[src/rtl/tst_pkg.sv]
// tab stop table: shared types, codes and constants
// used by tst_ctrl, tst_datapath and tab_stop_table_top; no dependencies
package tst_pkg;

  localparam int COL_W           = 9;
  localparam int OP_W            = 3;
  localparam int S_DATA_W        = 24;
  localparam int M_DATA_W        = 16;
  localparam int NUM_COLUMNS_DEF = 256;
  localparam int WORD_BITS_DEF   = 32;

  typedef enum logic [OP_W-1:0] {
    OP_SET_STOP   = 3'd0,
    OP_CLEAR_STOP = 3'd1,
    OP_CLEAR_ALL  = 3'd2,
    OP_EIGHTH     = 3'd3,
    OP_FWD_TAB    = 3'd4,
    OP_BACK_TAB   = 3'd5
  } op_t;

  typedef enum logic [2:0] {
    ST_FILL,
    ST_IDLE,
    ST_SCAN_FIRST,
    ST_SCAN,
    ST_DONE
  } state_t;

  // controller to datapath
  typedef struct packed {
    logic capture;      // latch the input word
    logic start;        // load scan pointer at its first word
    logic back;         // scan direction for start
    logic step;         // advance scan pointer
    logic fill_wr;      // write fill pattern at scan pointer
    logic fill_eighth;  // pattern: every eighth column, else zero
    logic finish;       // latch scan result, write edited word
    logic load_out;     // load output register
  } cmd_t;

  // datapath to controller
  typedef struct packed {
    op_t  in_op;        // operation of the offered input word
    logic in_col_ok;    // offered column lies inside the table
    logic hit;          // evaluated word holds a qualifying bit
    logic ev_last;      // evaluated word is the last in scan order
    logic at_last;      // scan pointer is at the last word
  } status_t;

endpackage

[src/rtl/tst_datapath.sv]
// tab stop table datapath: stop word memory, scan pointer, bit search, output register
// depends on tst_pkg
module tst_datapath
  import tst_pkg::*;
#(
  parameter int NUM_COLUMNS = NUM_COLUMNS_DEF,
  parameter int WORD_BITS   = WORD_BITS_DEF
) (
  input  logic                clk,
  input  logic                rst,
  input  logic [S_DATA_W-1:0] s_tdata,
  input  cmd_t                cmd,
  output status_t             status,
  output logic [M_DATA_W-1:0] m_tdata
);

  localparam int NUM_WORDS = (NUM_COLUMNS + WORD_BITS - 1) / WORD_BITS;
  localparam int AW        = (NUM_WORDS > 1) ? $clog2(NUM_WORDS) : 1;
  localparam int BASE_W    = $clog2(NUM_WORDS * WORD_BITS + 1);
  localparam int D_W       = ((BASE_W > COL_W) ? BASE_W : COL_W) + 1;
  localparam int PW        = $clog2(WORD_BITS);
  localparam logic [AW-1:0]     LAST_IDX  = AW'(NUM_WORDS - 1);
  localparam logic [BASE_W-1:0] LAST_BASE = BASE_W'((NUM_WORDS - 1) * WORD_BITS);
  localparam logic [BASE_W-1:0] STEP_BASE = BASE_W'(WORD_BITS);
  localparam logic [COL_W-1:0]  END_COL   = COL_W'(NUM_COLUMNS - 1);

  logic [WORD_BITS-1:0] mem [NUM_WORDS];
  logic [WORD_BITS-1:0] rd_data;

  op_t               op;
  logic [COL_W-1:0]  col;
  logic [COL_W-1:0]  lim;
  logic [COL_W-1:0]  res;
  logic [COL_W-1:0]  out_col;
  logic              out_moved;

  logic              scan_back;
  logic [AW-1:0]     scan_idx;
  logic [BASE_W-1:0] scan_base;
  logic [AW-1:0]     ev_idx;
  logic [BASE_W-1:0] ev_base;

  logic signed [D_W-1:0] col_offset;
  logic [WORD_BITS-1:0]  qual;
  logic [WORD_BITS-1:0]  masked;
  logic [WORD_BITS-1:0]  pattern;
  logic [PW-1:0]         pos;
  logic                  hit;
  logic                  is_edit;

  logic                 wr_en;
  logic [AW-1:0]        wr_addr;
  logic [WORD_BITS-1:0] wr_data;

  logic [COL_W-1:0] clamped;
  logic             moved_next;

  // input word decode for the controller
  assign status.in_op     = op_t'(s_tdata[OP_W-1:0]);
  assign status.in_col_ok = ({1'b0, s_tdata[OP_W +: COL_W]} < (COL_W + 1)'(NUM_COLUMNS));
  assign status.hit       = hit;
  assign status.ev_last   = scan_back ? (ev_idx == '0) : (ev_idx == LAST_IDX);
  assign status.at_last   = (scan_idx == LAST_IDX);

  assign is_edit = (op == OP_SET_STOP) || (op == OP_CLEAR_STOP);

  // column offset of the evaluated word relative to its base
  assign col_offset = $signed(D_W'(col)) - $signed(D_W'(ev_base));

  always_comb begin
    logic signed [D_W-1:0] iv;
    iv = '0;
    for (int i = 0; i < WORD_BITS; i++) begin
      iv = D_W'(i);
      if (is_edit) begin
        qual[i] = (iv == col_offset);
      end else if (scan_back) begin
        qual[i] = (iv < col_offset);
      end else begin
        qual[i] = (iv > col_offset);
      end
    end
  end

  // an edit stops at the word that holds its column, a tab at a qualifying stop
  assign masked = rd_data & qual;
  assign hit    = is_edit ? (|qual) : (|masked);

  // lowest stop for forward, highest for backward
  always_comb begin
    pos = '0;
    if (scan_back) begin
      for (int i = 0; i < WORD_BITS; i++) begin
        if (masked[i]) pos = PW'(i);
      end
    end else begin
      for (int i = WORD_BITS - 1; i >= 0; i--) begin
        if (masked[i]) pos = PW'(i);
      end
    end
  end

  // fill pattern for the word at the scan pointer
  always_comb begin
    logic [BASE_W-1:0] cv;
    cv = '0;
    for (int i = 0; i < WORD_BITS; i++) begin
      cv = scan_base + BASE_W'(i);
      pattern[i] = cmd.fill_eighth && (cv[2:0] == 3'd0) &&
                   (cv < BASE_W'(NUM_COLUMNS));
    end
  end

  // single write port: fill sweep or edited word
  always_comb begin
    wr_en   = 1'b0;
    wr_addr = scan_idx;
    wr_data = pattern;
    if (cmd.fill_wr) begin
      wr_en = 1'b1;
    end else if (cmd.finish && is_edit && hit) begin
      wr_en   = 1'b1;
      wr_addr = ev_idx;
      wr_data = (op == OP_SET_STOP) ? (rd_data | qual) : (rd_data & ~qual);
    end
  end

  always_ff @(posedge clk) begin
    if (wr_en) mem[wr_addr] <= wr_data;
    rd_data <= mem[scan_idx];
    ev_idx  <= scan_idx;
    ev_base <= scan_base;
  end

  // scan pointer, saturating at either end
  always_ff @(posedge clk) begin
    if (rst) begin
      scan_back <= 1'b0;
      scan_idx  <= '0;
      scan_base <= '0;
    end else if (cmd.start) begin
      scan_back <= cmd.back;
      scan_idx  <= cmd.back ? LAST_IDX : '0;
      scan_base <= cmd.back ? LAST_BASE : '0;
    end else if (cmd.step) begin
      if (scan_back) begin
        if (scan_idx != '0) begin
          scan_idx  <= scan_idx - AW'(1);
          scan_base <= scan_base - STEP_BASE;
        end
      end else if (scan_idx != LAST_IDX) begin
        scan_idx  <= scan_idx + AW'(1);
        scan_base <= scan_base + STEP_BASE;
      end
    end
  end

  always_ff @(posedge clk) begin
    if (cmd.capture) begin
      op  <= op_t'(s_tdata[OP_W-1:0]);
      col <= s_tdata[OP_W +: COL_W];
      lim <= s_tdata[OP_W + COL_W +: COL_W];
    end
    if (cmd.finish) begin
      if (hit) begin
        res <= COL_W'(ev_base + BASE_W'(pos));
      end else begin
        res <= scan_back ? '0 : END_COL;
      end
    end
  end

  // bound and moved flag
  always_comb begin
    clamped    = col;
    moved_next = 1'b0;
    case (op)
      OP_FWD_TAB: begin
        clamped    = (res > lim) ? lim : res;
        moved_next = (clamped > col);
      end
      OP_BACK_TAB: begin
        clamped    = (res < lim) ? lim : res;
        moved_next = (clamped < col);
      end
      default: begin
        clamped    = col;
        moved_next = 1'b0;
      end
    endcase
  end

  always_ff @(posedge clk) begin
    if (cmd.load_out) begin
      out_col   <= clamped;
      out_moved <= moved_next;
    end
  end

  assign m_tdata = {(M_DATA_W - COL_W - 1)'(0), out_moved, out_col};

endmodule

[src/rtl/tst_ctrl.sv]
// tab stop table controller: fill sweeps, word scan sequencing, output handshake
// depends on tst_pkg
module tst_ctrl
  import tst_pkg::*;
(
  input  logic    clk,
  input  logic    rst,
  input  logic    s_tvalid,
  output logic    s_tready,
  output logic    m_tvalid,
  input  logic    m_tready,
  input  status_t status,
  output cmd_t    cmd
);

  state_t state, state_next;
  logic   fill_reply, fill_reply_next;
  logic   fill_eighth, fill_eighth_next;
  logic   out_free;
  logic   is_fill_op, is_tab_op, is_edit_op;

  assign out_free   = !m_tvalid || m_tready;
  assign is_fill_op = (status.in_op == OP_CLEAR_ALL) || (status.in_op == OP_EIGHTH);
  assign is_tab_op  = (status.in_op == OP_FWD_TAB) || (status.in_op == OP_BACK_TAB);
  assign is_edit_op = ((status.in_op == OP_SET_STOP) || (status.in_op == OP_CLEAR_STOP))
                      && status.in_col_ok;

  // next state
  always_comb begin
    state_next       = state;
    fill_reply_next  = fill_reply;
    fill_eighth_next = fill_eighth;
    unique case (state)
      ST_FILL: begin
        if (status.at_last) state_next = fill_reply ? ST_DONE : ST_IDLE;
      end
      ST_IDLE: begin
        if (s_tvalid) begin
          if (is_fill_op) begin
            state_next       = ST_FILL;
            fill_reply_next  = 1'b1;
            fill_eighth_next = (status.in_op == OP_EIGHTH);
          end else if (is_tab_op || is_edit_op) begin
            state_next = ST_SCAN_FIRST;
          end else begin
            state_next = ST_DONE;
          end
        end
      end
      ST_SCAN_FIRST: state_next = ST_SCAN;
      ST_SCAN: begin
        if (status.hit || status.ev_last) state_next = ST_DONE;
      end
      ST_DONE: begin
        if (out_free) state_next = ST_IDLE;
      end
      default: state_next = ST_IDLE;
    endcase
  end

  // outputs
  always_comb begin
    cmd         = '0;
    s_tready    = 1'b0;
    cmd.back    = (status.in_op == OP_BACK_TAB);
    cmd.fill_eighth = fill_eighth;
    unique case (state)
      ST_FILL: begin
        cmd.fill_wr = 1'b1;
        cmd.step    = 1'b1;
      end
      ST_IDLE: begin
        s_tready = 1'b1;
        if (s_tvalid) begin
          cmd.capture = 1'b1;
          cmd.start   = 1'b1;
          if (is_fill_op) cmd.back = 1'b0;
        end
      end
      ST_SCAN_FIRST: cmd.step = 1'b1;
      ST_SCAN: begin
        if (status.hit || status.ev_last) begin
          cmd.finish = 1'b1;
        end else begin
          cmd.step = 1'b1;
        end
      end
      ST_DONE: cmd.load_out = out_free;
      default: cmd = '0;
    endcase
  end

  always_ff @(posedge clk) begin
    if (rst) begin
      state       <= ST_FILL;
      fill_reply  <= 1'b0;
      fill_eighth <= 1'b1;
      m_tvalid    <= 1'b0;
    end else begin
      state       <= state_next;
      fill_reply  <= fill_reply_next;
      fill_eighth <= fill_eighth_next;
      if (cmd.load_out) begin
        m_tvalid <= 1'b1;
      end else if (m_tready) begin
        m_tvalid <= 1'b0;
      end
    end
  end

endmodule

[src/rtl/tab_stop_table_top.sv]
// tab stop table top level: stream ports, controller and datapath
// depends on tst_pkg, tst_ctrl, tst_datapath
//
//   word     direction  handshake          payload
//   command  in         s_tvalid/s_tready  s_tdata: operation, column, limit
//   result   out        m_tvalid/m_tready  m_tdata: new_column, moved
//
// one command at a time; the stop words sit in a memory read one word per cycle
// tab moves and set/clear walk the words from one end, stopping at a hit or the last word
// clear all and every eighth sweep the memory
// after reset a sweep writes the every-eighth pattern, s_tready low
// a finished result waits in the output register while the next command is taken
module tab_stop_table_top
  import tst_pkg::*;
#(
  parameter int NUM_COLUMNS = NUM_COLUMNS_DEF,  // columns in the table, 16 to 512
  parameter int WORD_BITS   = WORD_BITS_DEF     // stop bits per memory word, 8 to 64
) (
  input  logic                clk,
  input  logic                rst,
  input  logic                s_tvalid,
  output logic                s_tready,
  input  logic [S_DATA_W-1:0] s_tdata,   // operation [2:0], column [11:3], limit [20:12]
  output logic                m_tvalid,
  input  logic                m_tready,
  output logic [M_DATA_W-1:0] m_tdata    // new_column [8:0], moved [9]
);

  cmd_t    cmd;
  status_t status;

  // sequencing: reset and command fill sweeps, idle, word scan, result hand-off
  tst_ctrl u_ctrl (
    .clk      (clk),
    .rst      (rst),
    .s_tvalid (s_tvalid),
    .s_tready (s_tready),
    .m_tvalid (m_tvalid),
    .m_tready (m_tready),
    .status   (status),
    .cmd      (cmd)
  );

  // stop memory, bit search, bound clamp and output register
  tst_datapath #(
    .NUM_COLUMNS (NUM_COLUMNS),
    .WORD_BITS   (WORD_BITS)
  ) u_datapath (
    .clk     (clk),
    .rst     (rst),
    .s_tdata (s_tdata),
    .cmd     (cmd),
    .status  (status),
    .m_tdata (m_tdata)
  );

endmodule
[config.mk]
export PLATFORM = sky130hd
export DESIGN_NAME = tab_stop_table_top
export DESIGN_NICKNAME = d
export VERILOG_FILES = /design/src/rtl/tst_pkg.sv /design/src/rtl/tst_datapath.sv /design/src/rtl/tst_ctrl.sv /design/src/rtl/tab_stop_table_top.sv
export SDC_FILE = /design/constraint.sdc
export NUM_CORES = 1
export LEC_CHECK = 0
export BUFFER_PORTS_ARGS = -buffer_cell sky130_fd_sc_hd__buf_2
export CORE_AREA = 2 2 168 170
export CTS_CLUSTER_DIAMETER = 150
export CTS_CLUSTER_SIZE = 8
export DETAILED_ROUTE_END_ITERATION = 10
export DIE_AREA = 0 0 170 172
export PLACE_DENSITY = 0.81
export SLEW_MARGIN = 15
export SYNTH_ARGS = -nofsm -noshare
export SYNTH_HDL_FRONTEND = slang
export SYNTH_SLANG_ARGS = --single-unit
[constraint.sdc]
create_clock -name clk -period 10.3 [get_ports clk]
set_input_delay 0.515 -clock clk [delete_from_list [all_inputs] [get_ports clk]]
set_output_delay 0.515 -clock clk [all_outputs]
set_load 0.05 [all_outputs]
==> summary.txt, run 1 <==
Status - completed
I/O Buffers - 36
Final period util - 60.7%
Synth cell types - 92
Post-CTS sizing - 0
Area Growth Syn to Fin - 11.0%
Initial Utilization - 63.7%
Die H - 172 um
Tmin final - 6.25 ns
Main synth FF type - edfxtp_1
DR vias - 12.1k
Share of layout cells above drive strength 1 - 19.3%
Syn_area_per_cell - 13.1 um^2
Die area - 29200 um^2
DRT Wirelength - 44800 um
Synth Instances - 1339
Synth Warn # - 0
Dpl hpwl - 28300 um
Seq/Total Area, Yosys - 56.9%
Number of synthesized flops with an enable pin - 296
Reg2Reg Capture Point - u_datapath.mem[4][22]
Worst clock skew - 0.0198 ns
Die Wd - 170 um
Cell accounting for the most synthesized area - edfxtp_1
Pwr dens - 188 nW/um^2
Core region area - 27500 um^2
Most frequent cell after synthesis - edfxtp_1
Final core utilization - 70.7%
I/O pin total - 46
Arrival time worst endpoint - 6.47 ns
Final setup margin - 4.05 ns
DRT Pass-1 Iters - 8
Htree depth - 2
Worst Hold Depth - 1
Final hold vios - 0
Top cells by instance count after synthesis - 296 x edfxtp_1, 107 x nor2_1, 64 x mux4_2, 61 x a21oi_1, 59 x nand2_1
Initial antenna violation count - 0
Crit. End Element - register
CP Launch Type - register
Final nets - 1440
R2r worst-path depth - 13
Gpl congestion - 1.04
FF-to-FF Start - u_datapath.col[4]
Non-filler cells, final - 1759
Vias/cell - 6.88
Std cell rows - 61
Post-CTS setup buffers - 0
Critical path class - register to register
Main area contributors after synthesis - edfxtp_1 51%, mux4_2 8.2%, dfxtp_1 6.1%
Worst slew pin tran - 1.13 ns
Share of the synthesized area in the top cell type - 50.8%
Hold endpoint - u_datapath.lim[7]
Post-synthesis sequential element count - 349
Setup TNS - 0 ns
Lkg Pwr - 6.84 nW
Post-Syn Area - 17500 um^2
Starting DRT DRC Count - 1648
Crit path required time - 10.52 ns
Wire per inst - 25.5 um
GRT Total Usage - 31.2%
Maximum buffer depth of the clock tree - 3
Unrepaired setup endpoints after global routing - false
Worst-path clk slew - 0.05 ns
Largest net degree at the start of global routing - 63
R2R setup slack - 4.05 ns
Grt total ovfl - 0
F_max - 160 MHz
Final setup violation count - 0
Max Cap Viol - 0
Max FO, Critical Path - 39
Pre-CTS setup slack - 4.33 ns
Antenna viol nets, final - 0
Clock Sinks - 349
CTS tree - built
Placed Cells - 1670
DRC errors left - 0
Hold Path Origin - s_tdata[19]
Ys async rst share - 0%
Clk Latency, worst-skew pair - 0.57 ns
Fin. max-slew vios - 0
Fillers - 1833
VDD IR max - 199 uV
Hold-fix buffers at CTS - 0
Min-delay worst type - primary input to register
Rel. slew slack - 24.8%
Clock buffer count from CTS - 49
Ant diodes - 0
Root buf cell - clkbuf_16
Global-route wire length before repair - 68500 um
Vias in the first global route - 11.7k
[area by class of cell]
class | instances | area, um^2 | share of cell area (%)
flip-flops and latches | 349 | 9960 | 51.3
repair buffers | 62 | 375 | 1.93
well taps | 346 | 433 | 2.23
clock inverters | 4 | 63.8 | 0.329
multi-input cells | 862 | 7040 | 36.3
clock buffers | 85 | 1360 | 7.01
inverters | 51 | 191 | 0.986
[worst max-delay path, stage by stage, from the launching register on]
cell and delay (ns):
edfxtp_1 0.64, clkinv_1 0.44, xnor2_1 0.83, nor2_1 0.47, a31oi_1 0.36, o211ai_1 0.26, nor4b_1 0.44, and4_1 0.29
nand4b_1 0.24, o211ai_1 0.23, buf_4 0.45, mux2i_1 0.79, nor2_4 0.05, buf_4 0.35
[worst max-delay path by stage]
stage	end	slack (ns)	start
floorplan	u_datapath.mem[0][0]	4.85	u_datapath.col[7]
global placement	u_datapath.mem[1][31]	4.33	u_datapath.col[4]
detailed placement	u_datapath.mem[4][25]	4.33	u_datapath.col[4]
CTS	u_datapath.mem[4][20]	4.24	u_datapath.col[4]
global route	u_datapath.mem[4][22]	3.85	u_datapath.col[4]
finish	u_datapath.mem[4][22]	4.05	u_datapath.col[4]
[power breakdown]
group | internal [mW] | switching, mW | total, mW
sequential | 1.62 | 0.0573 | 1.68
clock | 0.892 | 0.590 | 1.48
combinational | 0.193 | 0.295 | 0.488
total | 2.71 | 0.943 | 3.65
[layer usage]
layer  global-route usage, %  vias to the layer above  wire length [um]
met1                    43.5                     5949             18100
met3                    6.34                      130              4210
met4                    10.3                        0              1470
met5                       0                        -                 0
met2                    49.8                      658             21000
li1                        -                     5366                 -
[logic make-up after synthesis]
family,after synthesis,synth area share (%)
simple gates,346,9.91
mux,163,14.3
fa+ha+maj,37,2.73
buf+inv,135,3.42
compound gates,296,12.1
other cells,2,0.0429
xor+xnor,11,0.551
flops,349,56.9
[stage by stage]
step	area (um^2)	power [mW]	hold slack, ns
finish	19400	3.65	0.128
CTS	19400	3.66	0.114
global placement	18000	2.17	0.368
global route	19400	3.76	0.118
floorplan	17500	2.03	0.329
detailed placement	18000	2.18	0.377
[flip-flops by register name, indices dropped and copies added (netlist names)]
name	flops
u_ctrl.fill_eighth	1
u_ctrl.fill_reply	1
u_ctrl.m_tvalid	1
u_ctrl.state	3
u_datapath.col	9
u_datapath.ev_base	4
u_datapath.ev_idx	3
u_datapath.lim	9
u_datapath.mem	256
u_datapath.op	3
u_datapath.out_col	9
u_datapath.out_moved	1
u_datapath.rd_data	32
u_datapath.res	9
u_datapath.scan_back	1
u_datapath.scan_base	4
u_datapath.scan_idx	3
[layout by cell type, fill, tap and decap left out, types with 15 or more instances in the layout]
master,Yosys,final
o21ai_0,53,53
a21oi_1,61,61
buf_2,7,36
mux2_2,55,55
o31ai_1,15,15
clkbuf_1,47,36
nor3_1,39,39
edfxtp_1,296,296
nand2_1,59,59
mux4_2,64,64
nand4_1,18,18
nor4_1,15,15
ha_1,35,35
nor2_1,107,99
a31oi_1,22,22
dfxtp_1,53,50
clkbuf_16,0,49
buf_4,9,26
o21a_1,16,16
nand3_1,28,28
mux2i_1,43,42
inv_1,50,49
No activity file was read; power rests on OpenSTA's default activity.
==> run 2: changes to the inputs <==
Settings changed: CORE_AREA 2 2 168 170 to 2 2 170 172, DIE_AREA 0 0 170 172 to 0 0 172 174, PLACE_DENSITY 0.81 to 0.8.
Clock period 10.3 ns to 6 ns, I/O delays scaled along.
==> run 2 against run 1 <==
  * Setup slack worse by 3.8 ns
  * Clock skew is 0.023 ns higher
  * Clock power is 72% higher
  * First-iteration DRC count is 17% lower
  * Count of clock-buffer cells in the layout is 2 higher
  * Total power is 73% higher
  * Via count is 1.7% higher
  * Wire length is 2.4% higher
  * Critical path depth is 2 higher
  * Core utilization is 0.079 points lower
  * Global-route usage is 0.42 points higher
  * Sequential share of layout area is 1.3 points lower
  * Critical path type unchanged
  * Critical endpoint is now u_datapath.mem[5][25]
==> summary.txt, run 2 (synthesis gave the netlist of run 1 again) <==
Status - completed
Initial antenna violation count - 0
VDD IR max - 350 uV
Wire per inst - 24.9 um
Vias in the first global route - 12.4k
Max FO, Critical Path - 32
Internal - 4.68 mW
Net Switching - 1.61 mW
Max Cap Viol - 0
Clock Sinks - 349
F_max - 175 MHz
Flop pwr share - 45.8%
DR vias - 12.3k
Die H - 174 um
Clock buffer count from CTS - 49
Largest net degree at the start of global routing - 72
Fin. max-slew vios - 0
Starting DRT DRC Count - 1376
Gpl congestion - 1.03
GRT Total Usage - 31.6%
Switching share of power - 25.6%
Max FFs per register - 256
Tmin final - 5.72 ns
Dpl hpwl - 29100 um
Area Growth Syn to Fin - 14.0%
CTS tree - built
Maximum buffer depth of the clock tree - 3
Global-route wire length before repair - 71400 um
Htree depth - 2
Clk network pwr share - 40.3%
Initial Utilization - 61.9%
Die Wd - 172 um
Final period util - 95.3%
Unrepaired setup endpoints after global routing - false
Commonest non-fill, non-tap cell in the layout - edfxtp_1
Arrival time worst endpoint - 6.00 ns
Comb pwr share - 13.9%
Lkg Pwr - 7.05 nW
Final hold vios - 0
Final setup violation count - 0
Final setup margin - 0.280 ns
Largest Register - u_datapath.mem
Die area - 29900 um^2
Core region area - 28200 um^2
Final hold slack - 0.0206 ns
Rel. slew slack - 21.7%
Pwr dens - 316 nW/um^2
Pre-CTS setup slack - 0.493 ns
Largest regs - u_datapath.mem (256), u_datapath.rd_data (32)
Crit path required time - 6.28 ns
CP Launch Type - register
Setup TNS - 0 ns
Worst-path clk slew - 0.05 ns
Critical path class - register to register
Clk Latency, worst-skew pair - 0.57 ns
Crit. End Element - register
DRT Wirelength - 45900 um
Worst clock skew - 0.0432 ns
Share of layout cells above drive strength 1 - 20.1%
DRC errors left - 0
Root buf cell - clkbuf_16
DRT Pass-1 Iters - 5
Antenna viol nets, final - 0
Commonest cells after routing, fill and taps aside - 296 x edfxtp_1, 99 x nor2_1, 64 x mux4_2
Post-CTS setup buffers - 0
Ant diodes - 0
I/O Buffers - 36
I/O pin total - 46
Vias/cell - 6.69
Worst slew pin tran - 1.17 ns
Min-delay worst type - primary input to register
R2R setup slack - 0.28 ns
Final nets - 1480
Grt total ovfl - 0
Std cell rows - 62
run 2: cell type report:
| type | instances | area [um^2] |
|---|---|---|
| fillers | 1947 | 8300 |
| inverters | 51 | 191 |
| repair buffers | 102 | 826 |
| multi-input cells | 862 | 7030 |
| well taps | 384 | 480 |
| clock inverters | 4 | 81.3 |
| clock buffers | 87 | 1370 |
| flip-flops and latches | 349 | 9960 |
run 2: metrics by stage:
step / std cells / power [mW] / cell area, um^2 / util (%)
5_1_grt: 1839 / 6.51 / 19900 / 70.6
2_1_floorplan: 1346 / 3.49 / 17500 / -
6_report: 1839 / 6.29 / 19900 / 70.6
4_1_cts: 1839 / 6.32 / 19900 / 70.6
3_5_place_dp: 1728 / 3.76 / 18300 / 64.8
3_3_place_gp: 1728 / 3.74 / 18300 / 64.8
run 2: repair_timing:
| action | 4_1_cts | 5_1_grt |
|---|---|---|
| gates resized for setup | 0 | 0 |
| hold buffers | 20 | 0 |
| endpoints found under the hold margin | 20 | 0 |
run 2: power groups by stage:
stage,clock [mW],combinational [mW],sequential [mW]
global route,2.68,0.936,2.89
global placement,0,0.827,2.91
floorplan,0,0.616,2.87
detailed placement,0,0.843,2.92
finish,2.54,0.874,2.88
CTS,2.58,0.864,2.88
run 2: routing by layer:
metal / wire, um / GRT usage [%]
met1: 18400 / 43.6
met2: 21600 / 50.4
met3: 4090 / 5.94
met5: 0 / 0
met4: 1730 / 11.8
run 2: worst paths after layout:
path / start / endpoint / cells past startpoint
max reg2reg: u_datapath.col[7] / u_datapath.mem[5][25] / 15
max: u_datapath.col[7] / u_datapath.mem[5][25] / 15
min reg2reg: u_datapath.scan_base[6] / u_datapath.ev_base[6] / 0
min: rst / u_ctrl.m_tvalid / 2
run 2: worst max-delay path, cell delays in order, from the launching register on:
cell	delay (ns)
edfxtp_1	0.41
ha_1	0.37
nor3_1	0.23
o21ai_0	0.16
mux2i_2	0.63
buf_4	0.31
a31oi_1	0.10
or2_1	0.29
a2111oi_0	0.88
and4_1	0.32
nand4b_1	0.14
o211ai_1	0.29
buf_4	0.22
mux2i_1	0.74
nor2_4	0.09
buf_12	0.23
